==> src/tlbps_pkg.sv <==
// ----------------------------------------------------------------------------
// tlbps_pkg
// Types, codes and helpers of the two-LED blink pattern sequencer.
// ----------------------------------------------------------------------------
package tlbps_pkg;

    // Command field codes
    localparam logic CMD_MODE = 1'b0;
    localparam logic CMD_TICK = 1'b1;

    // Display mode codes
    localparam logic [3:0] MODE_ALL_OFF   = 4'd0;
    localparam logic [3:0] MODE_ALTERNATE = 4'd1;
    localparam logic [3:0] MODE_FLASH_5S  = 4'd2;
    localparam logic [3:0] MODE_BLINK_1   = 4'd3;
    localparam logic [3:0] MODE_BLINK_2   = 4'd4;
    localparam logic [3:0] MODE_LED1_ON   = 4'd5;
    localparam logic [3:0] MODE_LED2_ON   = 4'd6;
    localparam logic [3:0] MODE_SINGLE    = 4'd7;
    localparam logic [3:0] MODE_BURST     = 4'd8;
    localparam logic [3:0] MODE_ALL_ON    = 4'd9;

    // Per-pin code: bit0 driven, bit1 level
    localparam logic [1:0] PIN_RELEASED   = 2'b00;
    localparam logic [1:0] PIN_DRIVE_LOW  = 2'b01;
    localparam logic [1:0] PIN_DRIVE_HIGH = 2'b11;

    // Step thresholds
    localparam logic [3:0] ALT_WRAP     = 4'd10;
    localparam logic [3:0] FLASH_WRAP   = 4'd10;
    localparam logic [3:0] SINGLE_END   = 4'd3;
    localparam logic [3:0] BURST_END    = 4'd9;

    // Prescaler periods in base ticks
    localparam logic [3:0] PER_500MS = 4'd5;
    localparam logic [3:0] PER_1S    = 4'd10;
    localparam logic [3:0] PER_100MS = 4'd1;
    localparam logic [3:0] PER_200MS = 4'd2;
    localparam logic [3:0] PER_NONE  = 4'd0;

    typedef enum logic [3:0] {
        PAT_NONE      = 4'd0,
        PAT_ALTERNATE = 4'd1,
        PAT_FLASH_5S  = 4'd2,
        PAT_BLINK_1   = 4'd3,
        PAT_BLINK_2   = 4'd4,
        PAT_SINGLE    = 4'd7,
        PAT_BURST     = 4'd8
    } t_pattern;

    typedef struct packed {
        t_pattern   pattern;
        logic [3:0] step;
        logic [3:0] prescale;
        logic [3:0] pins;     // {pin1 code, pin0 code}
    } t_seq_state;

    function automatic logic [3:0] pin_pair(input logic [1:0] p0, input logic [1:0] p1);
        pin_pair = {p1, p0};
    endfunction

    function automatic logic [3:0] period_of(input t_pattern pat);
        unique case (pat)
            PAT_ALTERNATE, PAT_FLASH_5S: period_of = PER_500MS;
            PAT_BLINK_1, PAT_BLINK_2:    period_of = PER_1S;
            PAT_SINGLE:                  period_of = PER_100MS;
            PAT_BURST:                   period_of = PER_200MS;
            default:                     period_of = PER_NONE;
        endcase
    endfunction

endpackage

==> src/tlbps_if.sv <==
// ----------------------------------------------------------------------------
// tlbps_in_if / tlbps_out_if
// Valid/ready channels for command items and pin result items.
// ----------------------------------------------------------------------------
interface tlbps_in_if;
    logic       valid;
    logic       ready;
    logic       cmd;
    logic [3:0] mode;

    modport source (output valid, output cmd, output mode, input ready);
    modport sink   (input valid, input cmd, input mode, output ready);
endinterface

interface tlbps_out_if;
    logic valid;
    logic ready;
    logic led0_driven;
    logic led0_level;
    logic led1_driven;
    logic led1_level;
    logic pattern_busy;

    modport source (output valid, output led0_driven, output led0_level,
                    output led1_driven, output led1_level, output pattern_busy,
                    input ready);
    modport sink   (input valid, input led0_driven, input led0_level,
                    input led1_driven, input led1_level, input pattern_busy,
                    output ready);
endinterface

==> src/tlbps_next.sv <==
// ----------------------------------------------------------------------------
// tlbps_next
// Next-state logic: mode decode, tick prescaler and pattern steps.
// ----------------------------------------------------------------------------
module tlbps_next (
    input  tlbps_pkg::t_seq_state i_state,
    input  logic                  i_cmd,
    input  logic [3:0]            i_mode,
    output tlbps_pkg::t_seq_state o_next
);

    logic [3:0] step_inc;
    logic [3:0] pre_inc;
    logic [3:0] period;

    assign step_inc = i_state.step + 4'd1;
    assign pre_inc  = i_state.prescale + 4'd1;
    assign period   = tlbps_pkg::period_of(i_state.pattern);

    always_comb begin
        o_next = i_state;
        if (i_cmd == tlbps_pkg::CMD_MODE) begin
            // any mode command stops the pattern first
            o_next.pattern  = tlbps_pkg::PAT_NONE;
            o_next.step     = 4'd0;
            o_next.prescale = 4'd0;
            unique case (i_mode)
                tlbps_pkg::MODE_ALL_OFF: begin
                    o_next.pins = tlbps_pkg::pin_pair(tlbps_pkg::PIN_RELEASED,
                                                      tlbps_pkg::PIN_RELEASED);
                end
                tlbps_pkg::MODE_ALTERNATE: o_next.pattern = tlbps_pkg::PAT_ALTERNATE;
                tlbps_pkg::MODE_FLASH_5S:  o_next.pattern = tlbps_pkg::PAT_FLASH_5S;
                tlbps_pkg::MODE_BLINK_1:   o_next.pattern = tlbps_pkg::PAT_BLINK_1;
                tlbps_pkg::MODE_BLINK_2:   o_next.pattern = tlbps_pkg::PAT_BLINK_2;
                tlbps_pkg::MODE_LED1_ON: begin
                    o_next.pins = tlbps_pkg::pin_pair(tlbps_pkg::PIN_DRIVE_LOW,
                                                      tlbps_pkg::PIN_DRIVE_HIGH);
                end
                tlbps_pkg::MODE_LED2_ON: begin
                    o_next.pins = tlbps_pkg::pin_pair(tlbps_pkg::PIN_DRIVE_HIGH,
                                                      tlbps_pkg::PIN_DRIVE_LOW);
                end
                tlbps_pkg::MODE_SINGLE: begin
                    o_next.pins    = tlbps_pkg::pin_pair(tlbps_pkg::PIN_DRIVE_HIGH,
                                                         tlbps_pkg::PIN_DRIVE_LOW);
                    o_next.pattern = tlbps_pkg::PAT_SINGLE;
                end
                tlbps_pkg::MODE_BURST: begin
                    o_next.pins    = tlbps_pkg::pin_pair(tlbps_pkg::PIN_DRIVE_LOW,
                                                         tlbps_pkg::PIN_DRIVE_LOW);
                    o_next.pattern = tlbps_pkg::PAT_BURST;
                end
                tlbps_pkg::MODE_ALL_ON: begin
                    o_next.pins = tlbps_pkg::pin_pair(tlbps_pkg::PIN_DRIVE_HIGH,
                                                      tlbps_pkg::PIN_DRIVE_HIGH);
                end
                default: ; // unknown mode: pattern stopped, pins held
            endcase
        end else if (period != tlbps_pkg::PER_NONE) begin
            if (pre_inc < period) begin
                o_next.prescale = pre_inc;
            end else begin
                o_next.prescale = 4'd0;
                unique case (i_state.pattern)
                    tlbps_pkg::PAT_ALTERNATE: begin
                        o_next.step = (step_inc >= tlbps_pkg::ALT_WRAP) ? 4'd0 : step_inc;
                        if (o_next.step[0]) begin
                            o_next.pins = tlbps_pkg::pin_pair(tlbps_pkg::PIN_DRIVE_LOW,
                                                              tlbps_pkg::PIN_DRIVE_HIGH);
                        end else begin
                            o_next.pins = tlbps_pkg::pin_pair(tlbps_pkg::PIN_DRIVE_HIGH,
                                                              tlbps_pkg::PIN_DRIVE_LOW);
                        end
                    end
                    tlbps_pkg::PAT_FLASH_5S: begin
                        if (step_inc < tlbps_pkg::FLASH_WRAP) begin
                            o_next.step = step_inc;
                            o_next.pins = tlbps_pkg::pin_pair(tlbps_pkg::PIN_RELEASED,
                                                              tlbps_pkg::PIN_RELEASED);
                        end else begin
                            o_next.step = 4'd0;
                            o_next.pins = tlbps_pkg::pin_pair(tlbps_pkg::PIN_DRIVE_LOW,
                                                              tlbps_pkg::PIN_DRIVE_HIGH);
                        end
                    end
                    tlbps_pkg::PAT_BLINK_1, tlbps_pkg::PAT_BLINK_2: begin
                        o_next.step = i_state.step ^ 4'd1;
                        if (o_next.step == 4'd0) begin
                            o_next.pins = tlbps_pkg::pin_pair(tlbps_pkg::PIN_RELEASED,
                                                              tlbps_pkg::PIN_RELEASED);
                        end else if (i_state.pattern == tlbps_pkg::PAT_BLINK_1) begin
                            o_next.pins = tlbps_pkg::pin_pair(tlbps_pkg::PIN_DRIVE_LOW,
                                                              tlbps_pkg::PIN_DRIVE_HIGH);
                        end else begin
                            o_next.pins = tlbps_pkg::pin_pair(tlbps_pkg::PIN_DRIVE_HIGH,
                                                              tlbps_pkg::PIN_DRIVE_LOW);
                        end
                    end
                    tlbps_pkg::PAT_SINGLE: begin
                        if (step_inc >= tlbps_pkg::SINGLE_END) begin
                            o_next.step    = 4'd0;
                            o_next.pattern = tlbps_pkg::PAT_NONE;
                            o_next.pins    = tlbps_pkg::pin_pair(tlbps_pkg::PIN_RELEASED,
                                                                 tlbps_pkg::PIN_RELEASED);
                        end else begin
                            o_next.step = step_inc;
                        end
                    end
                    tlbps_pkg::PAT_BURST: begin
                        if (step_inc >= tlbps_pkg::BURST_END) begin
                            o_next.step    = 4'd0;
                            o_next.pattern = tlbps_pkg::PAT_NONE;
                            o_next.pins    = tlbps_pkg::pin_pair(tlbps_pkg::PIN_RELEASED,
                                                                 tlbps_pkg::PIN_RELEASED);
                        end else begin
                            o_next.step = step_inc;
                            if (step_inc[0]) begin
                                o_next.pins = tlbps_pkg::pin_pair(tlbps_pkg::PIN_DRIVE_HIGH,
                                                                  tlbps_pkg::PIN_DRIVE_LOW);
                            end else begin
                                o_next.pins = tlbps_pkg::pin_pair(tlbps_pkg::PIN_RELEASED,
                                                                  tlbps_pkg::PIN_RELEASED);
                            end
                        end
                    end
                    default: ; // no pattern: nothing moves
                endcase
            end
        end
    end

endmodule

==> src/two_led_blink_pattern_sequencer_core.sv <==
// ----------------------------------------------------------------------------
// two_led_blink_pattern_sequencer_core
// Two-LED pin sequencer: static modes and tick-driven blink patterns.
// ----------------------------------------------------------------------------
// Usage:
//   i_in carries one item per command: cmd = 0 sets the display mode from
//   the mode field, cmd = 1 is one 100 ms base tick (mode ignored).
//   o_out returns exactly one item per input item: the drive/level of both
//   pins after that item, plus pattern_busy while a timed pattern runs.
//   The result is registered: the item accepted at an edge is shown at o_out
//   from that edge on (valid high in the following cycle). One item is taken
//   per cycle unless the receiver stalls; the state update is one pass
//   through tlbps_next between the state register and the result register.
//   The result register parts the two sides: i_in.ready is high while the
//   result register is empty or being taken in the same cycle, so a stalled
//   receiver holds the pending item and blocks only further input.
//   Reset (i_rst_n low, synchronous) stops any pattern, clears step and
//   prescaler counters, releases both pins and empties the result register.
// ----------------------------------------------------------------------------
module two_led_blink_pattern_sequencer_core (
    input  logic              i_clk,
    input  logic              i_rst_n,
    tlbps_in_if.sink          i_in,
    tlbps_out_if.source       o_out
);

    tlbps_pkg::t_seq_state r_state;
    tlbps_pkg::t_seq_state n_state;
    logic                  r_out_valid;
    logic [4:0]            r_out_data;   // {busy, pins}
    logic                  accept;

    // Free to take an item when the result slot is empty or draining now
    assign i_in.ready = !r_out_valid || o_out.ready;
    assign accept     = i_in.valid && i_in.ready;

    tlbps_next u_next (
        .i_state (r_state),
        .i_cmd   (i_in.cmd),
        .i_mode  (i_in.mode),
        .o_next  (n_state)
    );

    // Sequencer state: only moves on an accepted item
    always_ff @(posedge i_clk) begin
        if (!i_rst_n) begin
            r_state.pattern  <= tlbps_pkg::PAT_NONE;
            r_state.step     <= 4'd0;
            r_state.prescale <= 4'd0;
            r_state.pins     <= 4'd0;
        end else if (accept) begin
            r_state <= n_state;
        end
    end

    // Result register valid
    always_ff @(posedge i_clk) begin
        if (!i_rst_n) begin
            r_out_valid <= 1'b0;
        end else if (accept) begin
            r_out_valid <= 1'b1;
        end else if (o_out.ready) begin
            r_out_valid <= 1'b0;
        end
    end

    // Result payload; held while the receiver stalls
    always_ff @(posedge i_clk) begin
        if (accept) begin
            r_out_data <= {(n_state.pattern != tlbps_pkg::PAT_NONE), n_state.pins};
        end
    end

    assign o_out.valid        = r_out_valid;
    assign o_out.led0_driven  = r_out_data[0];
    assign o_out.led0_level   = r_out_data[1];
    assign o_out.led1_driven  = r_out_data[2];
    assign o_out.led1_level   = r_out_data[3];
    assign o_out.pattern_busy = r_out_data[4];

endmodule

==> src/flat_wrapper.sv <==
// flat-port wrapper written by rule: the top's interface ports become plain ports
module two_led_blink_pattern_sequencer_core_flat 
  (i_clk, i_rst_n, i_in_valid, i_in_cmd, i_in_mode, i_in_ready, o_out_valid, o_out_led0_driven, o_out_led0_level, o_out_led1_driven, o_out_led1_level, o_out_pattern_busy, o_out_ready);
  tlbps_in_if i_in_i ();
  tlbps_out_if o_out_i ();
  input  logic i_clk;
  input  logic i_rst_n;
  input wire logic [$bits(i_in_i.valid)-1:0] i_in_valid;
  input wire logic [$bits(i_in_i.cmd)-1:0] i_in_cmd;
  input wire logic [$bits(i_in_i.mode)-1:0] i_in_mode;
  output wire logic [$bits(i_in_i.ready)-1:0] i_in_ready;
  output wire logic [$bits(o_out_i.valid)-1:0] o_out_valid;
  output wire logic [$bits(o_out_i.led0_driven)-1:0] o_out_led0_driven;
  output wire logic [$bits(o_out_i.led0_level)-1:0] o_out_led0_level;
  output wire logic [$bits(o_out_i.led1_driven)-1:0] o_out_led1_driven;
  output wire logic [$bits(o_out_i.led1_level)-1:0] o_out_led1_level;
  output wire logic [$bits(o_out_i.pattern_busy)-1:0] o_out_pattern_busy;
  input wire logic [$bits(o_out_i.ready)-1:0] o_out_ready;
  assign i_in_i.valid = i_in_valid;
  assign i_in_i.cmd = i_in_cmd;
  assign i_in_i.mode = i_in_mode;
  assign i_in_ready = i_in_i.ready;
  assign o_out_valid = o_out_i.valid;
  assign o_out_led0_driven = o_out_i.led0_driven;
  assign o_out_led0_level = o_out_i.led0_level;
  assign o_out_led1_driven = o_out_i.led1_driven;
  assign o_out_led1_level = o_out_i.led1_level;
  assign o_out_pattern_busy = o_out_i.pattern_busy;
  assign o_out_i.ready = o_out_ready;
  two_led_blink_pattern_sequencer_core u_core (.i_clk(i_clk), .i_rst_n(i_rst_n), .i_in(i_in_i), .o_out(o_out_i));
endmodule
==> config.mk <==
export PLATFORM = sky130hd
export DESIGN_NAME = two_led_blink_pattern_sequencer_core_flat
export DESIGN_NICKNAME = d
export VERILOG_FILES = /design/src/tlbps_pkg.sv /design/src/tlbps_if.sv /design/src/tlbps_next.sv /design/src/two_led_blink_pattern_sequencer_core.sv /design/src/flat_wrapper.sv
export SDC_FILE = /design/constraint.sdc
export NUM_CORES = 1
export LEC_CHECK = 0
export ABC_AREA = 1
export BUFFER_PORTS_ARGS = -buffer_cell sky130_fd_sc_hd__buf_4
export CORE_ASPECT_RATIO = 0.75
export CORE_MARGIN = 3
export CORE_UTILIZATION = 55
export DETAILED_ROUTE_END_ITERATION = 7
export GPL_ROUTABILITY_DRIVEN = 0
export HOLD_SLACK_MARGIN = 0.08
export PLACE_DENSITY = 0.74
export SYNTH_ARGS = -nofsm -noshare
export SYNTH_HDL_FRONTEND = slang
export SYNTH_SLANG_ARGS = --single-unit
==> constraint.sdc <==
create_clock -name i_clk -period 3.4 [get_ports i_clk]
set_input_delay 0.17 -clock i_clk [delete_from_list [all_inputs] [get_ports i_clk]]
set_output_delay 0.17 -clock i_clk [all_outputs]
set_load 0.01 [all_outputs]
[After elaboration in Yosys (flattened, before gate mapping)]
Cells that the tools add are included.
Operators by class
  add/subtract/negate cells: 2
  $lt $le $gt $ge: 5
  equal/unequal tests: 20
  mux-type cells: 26
  bitwise logic cells: 1
  reduce and logical (&&, ||, !) cells: 14
Operators by type and width (count)
  $pmux W4 S5: 3
  $mux W4: 14
  $mux W16: 2
  $eq A4 B3 Y1 const B: 6
  $pmux W4 S6: 1
  $eq A4 B2 Y1 const B: 4
  $pmux W4 S4: 1
  $eq A4 B4 Y1 const B: 3
  $add A4 B1 Y4 const B: 2
  $eq A4 B1 Y1 const B: 2
  $ge A4 B4 Y1 const B: 2
  $logic_not A4 Y1: 2
  $mux W8: 1
  $pmux W4 S2: 1
  $reduce_bool A4 Y1: 2
  $ne A6 B1 Y1 const B: 1
  $reduce_or A2 Y1: 3
  $ne A5 B1 Y1 const B: 1
  $reduce_and A5 Y1: 1
  $ge A4 B2 Y1 const B: 1
  $lt A4 B4 Y1: 1
  $lt A4 B4 Y1 const B: 1
  $ne A2 B2 Y1 const B: 2
  $reduce_and A4 Y1: 1
  other kinds (9): 10
Word-level totals
  register bits after elaboration: 22
  input port bits: 9
  output and inout port bits: 7

[Longest topological paths before layout]
Gate-level depths: netlist (run 1).
  word-level depth: 9
  mapped depth: 16
  gate-level depth less buffers: 16

[By module]
From an unflattened synthesis (run 1), not the netlist that was laid out.
Second synthesis, totals
  cell total of the unflattened synthesis: 313
  area, all modules: 1999.4 um^2
By module, submodules not included
  tlbps_next: instances 1, cells each 196, area an instance 1026.0 um^2, seq. area each 0.0 um^2
  two_led_blink_pattern_sequencer_core: instances 1, cells each 117, area an instance 973.4 um^2, seq. area each 490.5 um^2

[Worst setup path after synthesis (run 1)]
No wires, ideal clock.
  path kind: flip-flop to flip-flop
  from: reg u_core.r_state[14] in the netlist's numbering
  to: reg u_core.r_out_data[0] (data pin)
  library setup time: 254 ps
  data arrival time: 2105 ps
  path slack: 1041 ps
  cell stages (with the launch flop): 12
  path buffers: 0
  period minus slack after synthesis: 2359 ps
  cells stage by stage: dfxtp_1 nor2_2 nand3_1 nand2_2 inv_2 ha_1 a21oi_1 nand2_4 nand2_1 nand2_1 nand2_1 nand2_1
RTL lines
  start: declaration: line two_led_blink_pattern_sequencer_core.sv:27  | tlbps_pkg::t_seq_state r_state;
  start signal: assignment: line two_led_blink_pattern_sequencer_core.sv:52  | r_state <= n_state;
  end signal: assignment: line two_led_blink_pattern_sequencer_core.sv:70  | r_out_data <= {(n_state.pattern != tlbps_pkg::PAT_NONE), n_state.pins};
  end: declaration: line two_led_blink_pattern_sequencer_core.sv:30  | logic [4:0] r_out_data;

[Worst setup path in the final report (run 1)]
  from: reg u_core.r_state[14] in the netlist's numbering
  to: reg u_core.r_out_data[4] (data pin)
Between the ends
  cells in the longest elaborated chain, start to end: 8
  elaborated cells between the ends (all ways): 18
  those cells by class: order compare: 1; eq/ne: 6; mux: 7; reduce/logical: 4
RTL lines
  $eq A4 B2 Y1 (tied with other cells): line tlbps_pkg.sv:63  | unique case (pat)
  $reduce_or A2 Y1: line tlbps_pkg.sv:63
  $pmux W4 S4: line tlbps_pkg.sv:63
  $lt A4 B4 Y1: line tlbps_next.sv:61  | if (pre_inc < period) begin
  $mux W8: line tlbps_next.sv:61
  $mux W16 *: line tlbps_next.sv:60  | end else if (period != tlbps_pkg::PER_NONE) begin
  $mux W16 *: line tlbps_next.sv:22  | if (i_cmd == tlbps_pkg::CMD_MODE) begin
  $reduce_bool A4 Y1 *: line two_led_blink_pattern_sequencer_core.sv:70
Mark *: on every way between the ends. The rest lies on a longest branch, timed or not. The select of a mux whose other input is x is not followed.
A chain may end at the register's enable or synchronous reset.

==> results of run 1 <==
-- cells in the final DEF, fill, tap and decap left out, types with 2 or more instances in the layout --
cell      Yosys  routed
dfxtp_1      17      17
nand2_1      75      75
nand2_4       3       3
nor3_1        4       4
nand3_2       3       3
o211ai_1      2       2
inv_2         8       8
edfxtp_1      5       5
a21oi_2       3       3
o21ai_0       2       2
clkbuf_8      0       3
nor2_1       32      32
nand2_2       3       3
nand3_1      44      44
buf_4         0      15
nand4_1       9       9
or2_2         3       3
ha_1          9       9
a21oi_1      20      20
inv_1        39      39
xnor2_1       2       2
nand3_4       3       3
-- final cells by class --
| type | instances | area share, % |
|---|---|---|
| multi-input combinational | 224 | 57.26 |
| sequential | 22 | 23.24 |
| inverter | 48 | 8.536 |
| timing repair buffer | 15 | 5.335 |
| tap | 38 | 2.253 |
| clock buffer | 3 | 1.956 |
| clock inverter | 1 | 1.423 |
-- registers in the layout (all words and copies together), names as in the netlist --
| name | count |
|---|---|
| u_core.r_state | 16 |
| u_core.r_out_data | 5 |
| u_core.o_out.valid | 1 |
-- routing by layer --
| metal | vias to the layer above | routed length [µm] | GRT usage [%] |
|---|---|---|---|
| li1 | 994 | - | - |
| met1 | 872 | 2312 | 35.28 |
| met5 | - | 0 | 0 |
| met2 | 57 | 1993 | 34.47 |
| met4 | 0 | 20 | 4.393 |
| met3 | 2 | 233 | 4.651 |
-- worst max-delay path by stage --
stage / start / end / slack (ps) / cells after the start
after floorplan: u_core.r_state[14] / u_core.r_out_data[0] / 1040 / 11
after global placement: u_core.r_state[14] / u_core.r_out_data[4] / 900 / 12
final: u_core.r_state[14] / u_core.r_out_data[4] / 760 / 12
after CTS: u_core.r_state[14] / u_core.r_out_data[4] / 790 / 12
after global routing: u_core.r_state[14] / u_core.r_state[0] / 450 / 13
after detailed placement: u_core.r_state[14] / u_core.r_state[0] / 810 / 13
-- logic make-up after synthesis --
logic type,share of synthesized area (%)
buffers and inverters,10.18
XOR/XNOR,0.9261
AND/OR/NAND/NOR,48.61
adder cells (fa/ha/maj),5.952
AO/OA/AOI/OAI,8.400
flip-flops,25.93
-- worst reg2reg max path, delay by kind of cell, from the launching register on --
kind	cells	cell delay, ps
compound gates	1	670
flops	1	370
fa+ha+maj	1	340
buf+inv	1	80
simple gates	9	1050
-- report_power, final --
group | switching [mW] | leakage, nW | internal [mW]
clock | 0.0965 | 0.0357 | 0.157
combinational | 0.182 | 0.885 | 0.0975
sequential | 0.0213 | 0.189 | 0.292
total | 0.300 | 1.11 | 0.547
-- through the flow --
step                util (%)  hold slack (ps)  setup WS (ps)
floorplan                  -            295.9           1041
global placement       65.67            442.1          896.1
detailed placement     65.67            448.1          807.2
CTS                    67.97            162.2          785.5
global route           67.97            157.6          449.4
finish                 67.97            166.9          760.1
==> metrics.txt, run 1 <==
CP top delay family simple AND/OR/NAND/NOR gates; minimum clock period roughly 2600 ps; DP Wirelength 3.491 mm; vias per cell approximately 5.5; Pwr per Cell Area 401.4 nW/µm²; Iter 0 DRT Violations between 200 and 250; Final Net Count 332; Die Ht 56.79 µm; peak supply drop roughly 0.24 mV; final global-route overflow total 0; Crit path arrival time around 2800 ps; layout cell share with drive strength beyond 1 15.97%; WL/cell between 10 and 15 µm; final instance area 2111 µm²; Max Clock Skew around 5.6 ps; min-delay worst type in2reg; syn_area_per_cell 6.370 µm²; setup bufs post-CTS 0; Max Buffers Root-to-Sink 2; crit end category register; Slowest-stage cell, CP a21oi_1; Hold Crit Start i_rst_n; max-slew violations 0; top-level port count 16; residual DRC count 0; Total GRT Usage approximately a quarter; measured slew at the worst slew-check pin approximately 800 ps; setup TNS 0 ps; Max Cap Viol 0; synth unique cells 30; FFs w/ async S/R, synth 0%; EDFF count, synth 5; top fanout value on the critical path 7; RSZ-0062 raised after global routing false; RR Endpoint u_core.r_out_data[4]; placed inst area roughly 2000 µm²; R2R setup slack around 760 ps; largest net degree at the start of global routing 19; WL final around 4.6 mm; cts hold-fix bufs 0; largest area contributor in the netlist dfxtp_1; fmax 378.8 MHz; Post-Syn Nets approximately 320; Cells after Synth 297; worst flop-to-flop path startpoint u_core.r_state[14]; Synth warnings 0; number of inserted diodes 0; Fill cells roughly 300; via count ~1900; Core Box Area between 3000 and 4000 µm²; CTS clk-pin slew, worst paths about 90 ps; Fin. Hold Viols 0; IO buf count 15; count leader, synth nand2_1; ys flop type dfxtp_1; multi-input logic area ~1200 µm²; Initial Utilization between 60 and 70%; Worst Hold Path Cells 3; vias in the first global route 1694; top cells by area, synth dfxtp_1, nand2_1, nand3_1, edfxtp_1, inv_1; status finished, final reports clean; post-synth top area share between 15 and 20%; synthesis-stage register bit count 22; htree depth 1; Die Width between 70 and 80 µm; row cnt 17; Post-Syn Area ~1900 µm²; Worst Hold Path EP u_core.r_state[9]; Worst Setup Path Type reg2reg; Reg2Reg Depth 12; top cells by count, synth nand2_1, nand3_1, inv_1; Seq/Total Area, Yosys 25.93%; Layout area overhead 11.57%; CP cell instances nor2_2, nand3_1, nand2_2, inv_2, ha_1, a21oi_1, nand2_4, nand2_2, nand3_1, nand2_1, nor2_1, nand2_1; CP Launch Type register; antenna viol nets, final 0; Num CTS Buffers 3; total power about 0.85 mW; FF+latch area ~490 µm²; clock sink count 22; first-pass GRT wire length around 7.7 mm; LEAKAGE approximately 1.1 nW; TritonRoute pass-1 iters 5; clk_lat worst skew around 270 ps; non-filler cells, final 351; dpl cells 347; Die ar. ~4200 µm²; Tcrit/Tclk final between 70 and 80%; CP max stage delay between 600 and 700 ps; WP buf/inv 1; Critical Path RT approximately 3500 ps; Root Buffer clkbuf_8; CTS tree built; Rel. slew slack a little under half; CTS resizes 0; Final setup viols 0; initial antenna violation count 0
Power figures use the tool's default switching activity.
==> run 2, diff against run 1 <==
Settings changed: ABC_AREA 1 to 0, CORE_UTILIZATION 55 to 54, PLACE_DENSITY 0.74 to 0.76.
Clock period 3.4 ns to 2.1 ns, I/O delays scaled along.
==> run 2 against run 1 <==
Effect of this change:
- the run now ends with setup timing left
- cell count is 11% lower
- largest power group unchanged
- critical path depth is 2 lower
- critical path type unchanged
- first-iteration DRC count is 5.9% lower
==> metrics.txt, run 2 <==
status finished, violations left; failing checks setup timing; Worst Setup Path Type reg2reg; Final setup viols 21; Synth warnings 0; pre-CTS setup slack -226.6 ps; Die Ht ~57 µm; largest net degree at the start of global routing 14; measured slew at the worst slew-check pin ~430 ps; Reg2Reg Depth 10; clock sink count 22; Final Net Count around 300; Cells after Synth 237; layout cell share with drive strength beyond 1 roughly 37%; Num CTS Buffers 3; ys flop type dfxtp_1; fmax between 400 and 500 MHz; final global-route overflow total 0; most common cell after layout, fill and taps aside buf_4; Final WS setup -340.2 ps; htree depth 1; top-level port count 16; Post-Syn Nets ~260; minimum clock period between 2000 and 2500 ps; synth unique cells 60; row cnt 17; RSZ-0062 raised after global routing true; Die Width roughly 74 µm; IO buf count 15; crit end category register; CP Launch Point u_core.r_state[13]; via count 2002; CTS clk-pin slew, worst paths ~80 ps; EDFF count, synth 5; Max Buffers Root-to-Sink 2; non-filler cells, final approximately 310; synthesis-stage register bit count 22; syn_area_per_cell between 8 and 9 µm²; CTS tree built; Total GRT Usage about a quarter; number of inserted diodes 0; min-delay worst type in2reg; Crit path arrival time about 2700 ps; CP dominant cell by count a21o_1; Max Clock Skew 3.733 ps; Seq/Total Area, Yosys ~26%; Root Buffer clkbuf_8; dpl cells approximately 300; Iter 0 DRT Violations 190; largest area contributor in the netlist dfxtp_1; Fin. Hold Viols 0; WL/cell approximately 17 µm; WL final around 5.4 mm; Layout area overhead 32.87%; DP Wirelength around 4.0 mm; Rel. slew slack about 70%; vias per cell around 6.4; Post-Syn Area approximately 1900 µm²; Core Box Area ~3100 µm²; Tcrit/Tclk final 116.2%; most frequent cells in the layout buf_4, nand2_1, nor2_1, nand3_1, dfxtp_1; first-pass GRT wire length around 8.4 mm; peak supply drop 0.3929 mV; CP Launch Type register; LEAKAGE about 1 nW; R2R setup slack -340 ps; worst flop-to-flop path startpoint u_core.r_state[13]; count leader, synth nand2_1; post-layout util about four fifths; Max Cap Viol 0; final instance area about 2500 µm²; vias in the first global route between 1500 and 2000; top cells by area, synth dfxtp_1, edfxtp_1, ha_1, nand3_1, a21oi_1; CP max stage delay between 300 and 400 ps; Pwr per Cell Area approximately 410 nW/µm²; Worst Hold Path Cells 3; post-synth top area share about 18%; max reg flops 16; Initial Utilization approximately three fifths; TritonRoute pass-1 iters 5; initial antenna violation count 0; Critical Path RT between 2000 and 2500 ps; placed inst area 2281 µm²; Worst Hold Path EP u_core.o_out.valid; CP cell instances nor4b_4, a21o_1, nor2_2, ha_4, nand3_4, a41oi_4, a211o_4, nand4_1, a2111oi_2, a21o_1; Die ar. ~4300 µm²; RR Endpoint u_core.r_state[11]; antenna viol nets, final 0; cts hold-fix bufs 0; max-slew violations 0; residual DRC count 0; largest register by flop count u_core.r_state; FFs w/ async S/R, synth 0%; top cells by count, synth nand2_1, dfxtp_1, nand3_1; Hold Crit Start i_in_valid; top fanout value on the critical path 6; clk_lat worst skew 270 ps; Slowest-stage cell, CP a2111oi_2
## run 2: changes by cell type in the layout (fill, tap and decap cells not counted), sizes merged, moves of 9 or more
cell,change
inv,-37
nand3,-32
nand2b,+9
nand2,-61
buf,+34
nor2,-19
## run 2: worst max path at each step
stage | endpoint | depth (start not counted)
after detailed placement | u_core.r_state[11] | 10
final | u_core.r_state[11] | 10
after CTS | u_core.r_state[11] | 10
after floorplan | u_core.r_out_data[1] | 11
after global placement | u_core.r_out_data[1] | 10
after global routing | u_core.r_state[11] | 10
## run 2: final cells by class
cell class / count / area, µm²
clock buffers: 3 / 41.29
clock inverters: 1 / 3.754
fillers: 213 / 624.3
inverters: 11 / 41.29
multi-input cells: 190 / 1523
flip-flops and latches: 22 / 499.2
well taps: 38 / 47.55
repair buffers: 49 / 367.9
## run 2: logic make-up (layout without fill, tap and decap cells)
kind of cell / after synthesis / in the layout / synth area share (%)
DFF: 22 / 22 / 25.82
adders and majority gates: 9 / 9 / 5.929
AOI/OAI and AO/OA: 68 / 68 / 27.21
and+or+nand+nor: 105 / 105 / 30.90
xor gates and xnor gates: 5 / 5 / 2.306
buffers and inverters: 25 / 64 / 6.258
muxes: 3 / 3 / 1.581
## run 2: per-layer routing
metal  share of wire [%]  track usage [%]  wire length [µm]  vias to the layer above
met5                   0                0                 0                        -
met4                0.80            5.330                43                        0
met3                 6.9            4.049               371                        6
met2                  47            38.05              2517                      104
met1                  45            36.35              2438                      928
li1                    -                -                 -                      964
## run 2: report_power, final
part	total [mW]	switching [mW]	internal (mW)
Sequential	0.474	0.0177	0.456
Combinational	0.296	0.160	0.136
Clock	0.272	0.142	0.131
Total	1.04	0.319	0.723
## run 2: critical path, delay by kind of cell (launching register included)
family	cells	cell delay, ps
AOI/OAI and AO/OA	5	1130
adders and majority gates	1	280
and+or+nand+nor	4	610
DFF	1	370
## run 2: per-stage QoR
step                total power, mW  hold WS (ps)  TNS, ps
floorplan                    0.6504         234.5    -1297
global placement             0.7288         354.0    -1970
detailed placement           0.7364         358.1    -3122
CTS                           1.007         83.89    -3051
global route                  1.091         101.7    -7338
finish                        1.042         87.81    -4453
## run 2: repair_timing
item | in CTS | in global routing
pin swaps | 3 | 20
setup endpoints to repair | 21 | 21
resized for setup | 8 | 23
setup buffers | 0 | 6
==> run 3, diff against run 2 <==
Settings changed: REMOVE_ABC_BUFFERS from default to 1.
==> run 3 against run 2 <==
Effect of this change:
- the run still ends with setup timing left
- critical path depth grew 3
- worst hold slack gained 4.3 ps
- non-clock buffer count rose by 6
- total power decreased by 2.2%
- count of clock-buffer cells in the layout did not move
- critical endpoint is now u_core.r_state[7]
- largest power group unchanged
==> metrics.txt, run 3 (synthesis results as in run 2) <==
status finished, violations left; failing checks setup timing; max-slew violations 0; largest register by flop count u_core.r_state; antenna viol nets, final 0; R2R setup slack -460 ps; min-delay worst type in2reg; Worst Setup Path Type reg2reg; via count 1985; Layout area overhead 30.24%; Final Net Count ~300; first-pass GRT wire length 8.763 mm; final global-route overflow total 0; Die ar. 4272 µm²; Max Cap Viol 0; residual DRC count 0; Die Width about 74 µm; Max Clock Skew between 6 and 7 ps; WL/cell 16.61 µm; measured slew at the worst slew-check pin 555.7 ps; top-level port count 16; critical path capture point u_core.r_state[7]; clock sink count 22; Num CTS Buffers 3; IO buf count 15; initial antenna violation count 0; CP max stage delay 350 ps; number of inserted diodes 0; most common cell after layout, fill and taps aside buf_4; Fin. Hold Viols 0; Worst path depth 13; largest net degree at the start of global routing 14; worst flop-to-flop path startpoint u_core.r_state[13]; Final WS setup -457.8 ps; Pwr per Cell Area just over 400 nW/µm²; TritonRoute pass-1 iters 5; clk_lat worst skew between 200 and 300 ps; Critical Path RT roughly 2300 ps; Total GRT Usage 26.12%; WL final roughly 5.3 mm; CTS tree built; top fanout value on the critical path 4; CP dominant cell by count buf_4; most frequent cells in the layout buf_4, nand2_1, nand3_1; final instance area approximately 2500 µm²; Reg2Reg Depth 13; Iter 0 DRT Violations roughly 130; htree depth 1; dpl cells just over 300; layout cell share with drive strength beyond 1 about a third; fmax between 300 and 400 MHz; row cnt 17; placed inst area 2230 µm²; Rel. slew slack between 60% and 70%; vias per cell ~6.2; DP Wirelength 3.828 mm; peak supply drop 0.3119 mV; CTS clk-pin slew, worst paths roughly 80 ps; CP top delay family simple AND/OR/NAND/NOR gates; vias in the first global route around 1800; cts hold-fix bufs 0; Tcrit/Tclk final 121.8%; Root Buffer clkbuf_8; CP Launch Type register; Slowest-stage cell, CP dfxtp_2; Max Buffers Root-to-Sink 2; Final setup viols 21; CP cell instances buf_6, nor2b_2, a21o_1, nor2_2, ha_1, nand3_2, a41oi_2, buf_4, a211oi_4, buf_4, and4_4, a22oi_2, nor2_1; crit end category register; non-filler cells, final between 300 and 400; RSZ-0062 raised after global routing true; CP Launch Point u_core.r_state[13]; Core Box Area 3148 µm²; Initial Utilization approximately three fifths; Crit path arrival time ~2800 ps; LEAKAGE 1.008 nW; minimum clock period around 2600 ps; max reg flops 16; Die Ht 57.36 µm; WP buf/inv 3; RR Endpoint u_core.r_state[7]
-- run 3: worst register-to-register path, cell delays in order (launching register included) --
cell,delay (ps)
dfxtp_2,350
buf_6,120
nor2b_2,150
a21o_1,210
nor2_2,120
ha_1,260
nand3_2,80
a41oi_2,50
buf_4,170
a211oi_4,320
buf_4,180
and4_4,260
a22oi_2,80
nor2_1,130
-- run 3: layout make-up --
class	count	area, µm²
sequential	22	500.5
inverter	11	41.29
clock inverter	1	3.754
fill	222	674.4
clock buffer	3	41.29
tap	38	47.55
timing repair buffer	55	420.4
multi-input combinational	190	1419
-- run 3: what timing repair did --
action / 4_1_cts / 5_1_grt
gates resized for setup: 23 / 6
setup endpoints to repair: 21 / 21
hold endpoints to repair: 0 / 0
setup buffers: 5 / 2
pin swaps: 8 / 7
-- run 3: worst min path at each step --
stage,startpoint,cells past startpoint,to,slack (ps)
2_1_floorplan,i_rst_n,1,u_core.r_state[1],220
3_3_place_gp,i_in_valid,3,u_core.o_out.valid,360
3_5_place_dp,i_in_valid,3,u_core.o_out.valid,380
4_1_cts,i_in_valid,3,u_core.o_out.valid,100
5_1_grt,i_in_valid,3,u_core.o_out.valid,100
6_report,i_in_valid,3,u_core.o_out.valid,90
-- run 3: routing by layer --
metal / GRT usage (%) / vias up / wire (µm)
met5: 0 / - / 0
met3: 4.754 / 10 / 252
met2: 40.68 / 61 / 2501
li1: - / 980 / -
met4: 5.584 / 0 / 87
met1: 37.51 / 934 / 2472
-- run 3: per-stage QoR --
step	power, mW	hold slack (ps)	utilization [%]	setup TNS (ps)	worst slack [ps]
2_1_floorplan	0.6242	222.5	-	-5892	-424.3
3_3_place_gp	0.7305	363.7	70.83	-8174	-572.1
3_5_place_dp	0.7353	384.3	70.83	-8187	-550.0
4_1_cts	1.017	96.95	77.19	-5677	-319.2
5_1_grt	1.067	97.52	78.58	-9312	-560.7
6_report	1.019	92.07	78.58	-7111	-457.8
-- run 3: power breakdown --
group	internal (mW)	switching, mW	total [mW]
Sequential	0.455	0.0164	0.471
Clock	0.131	0.137	0.267
Combinational	0.129	0.151	0.280
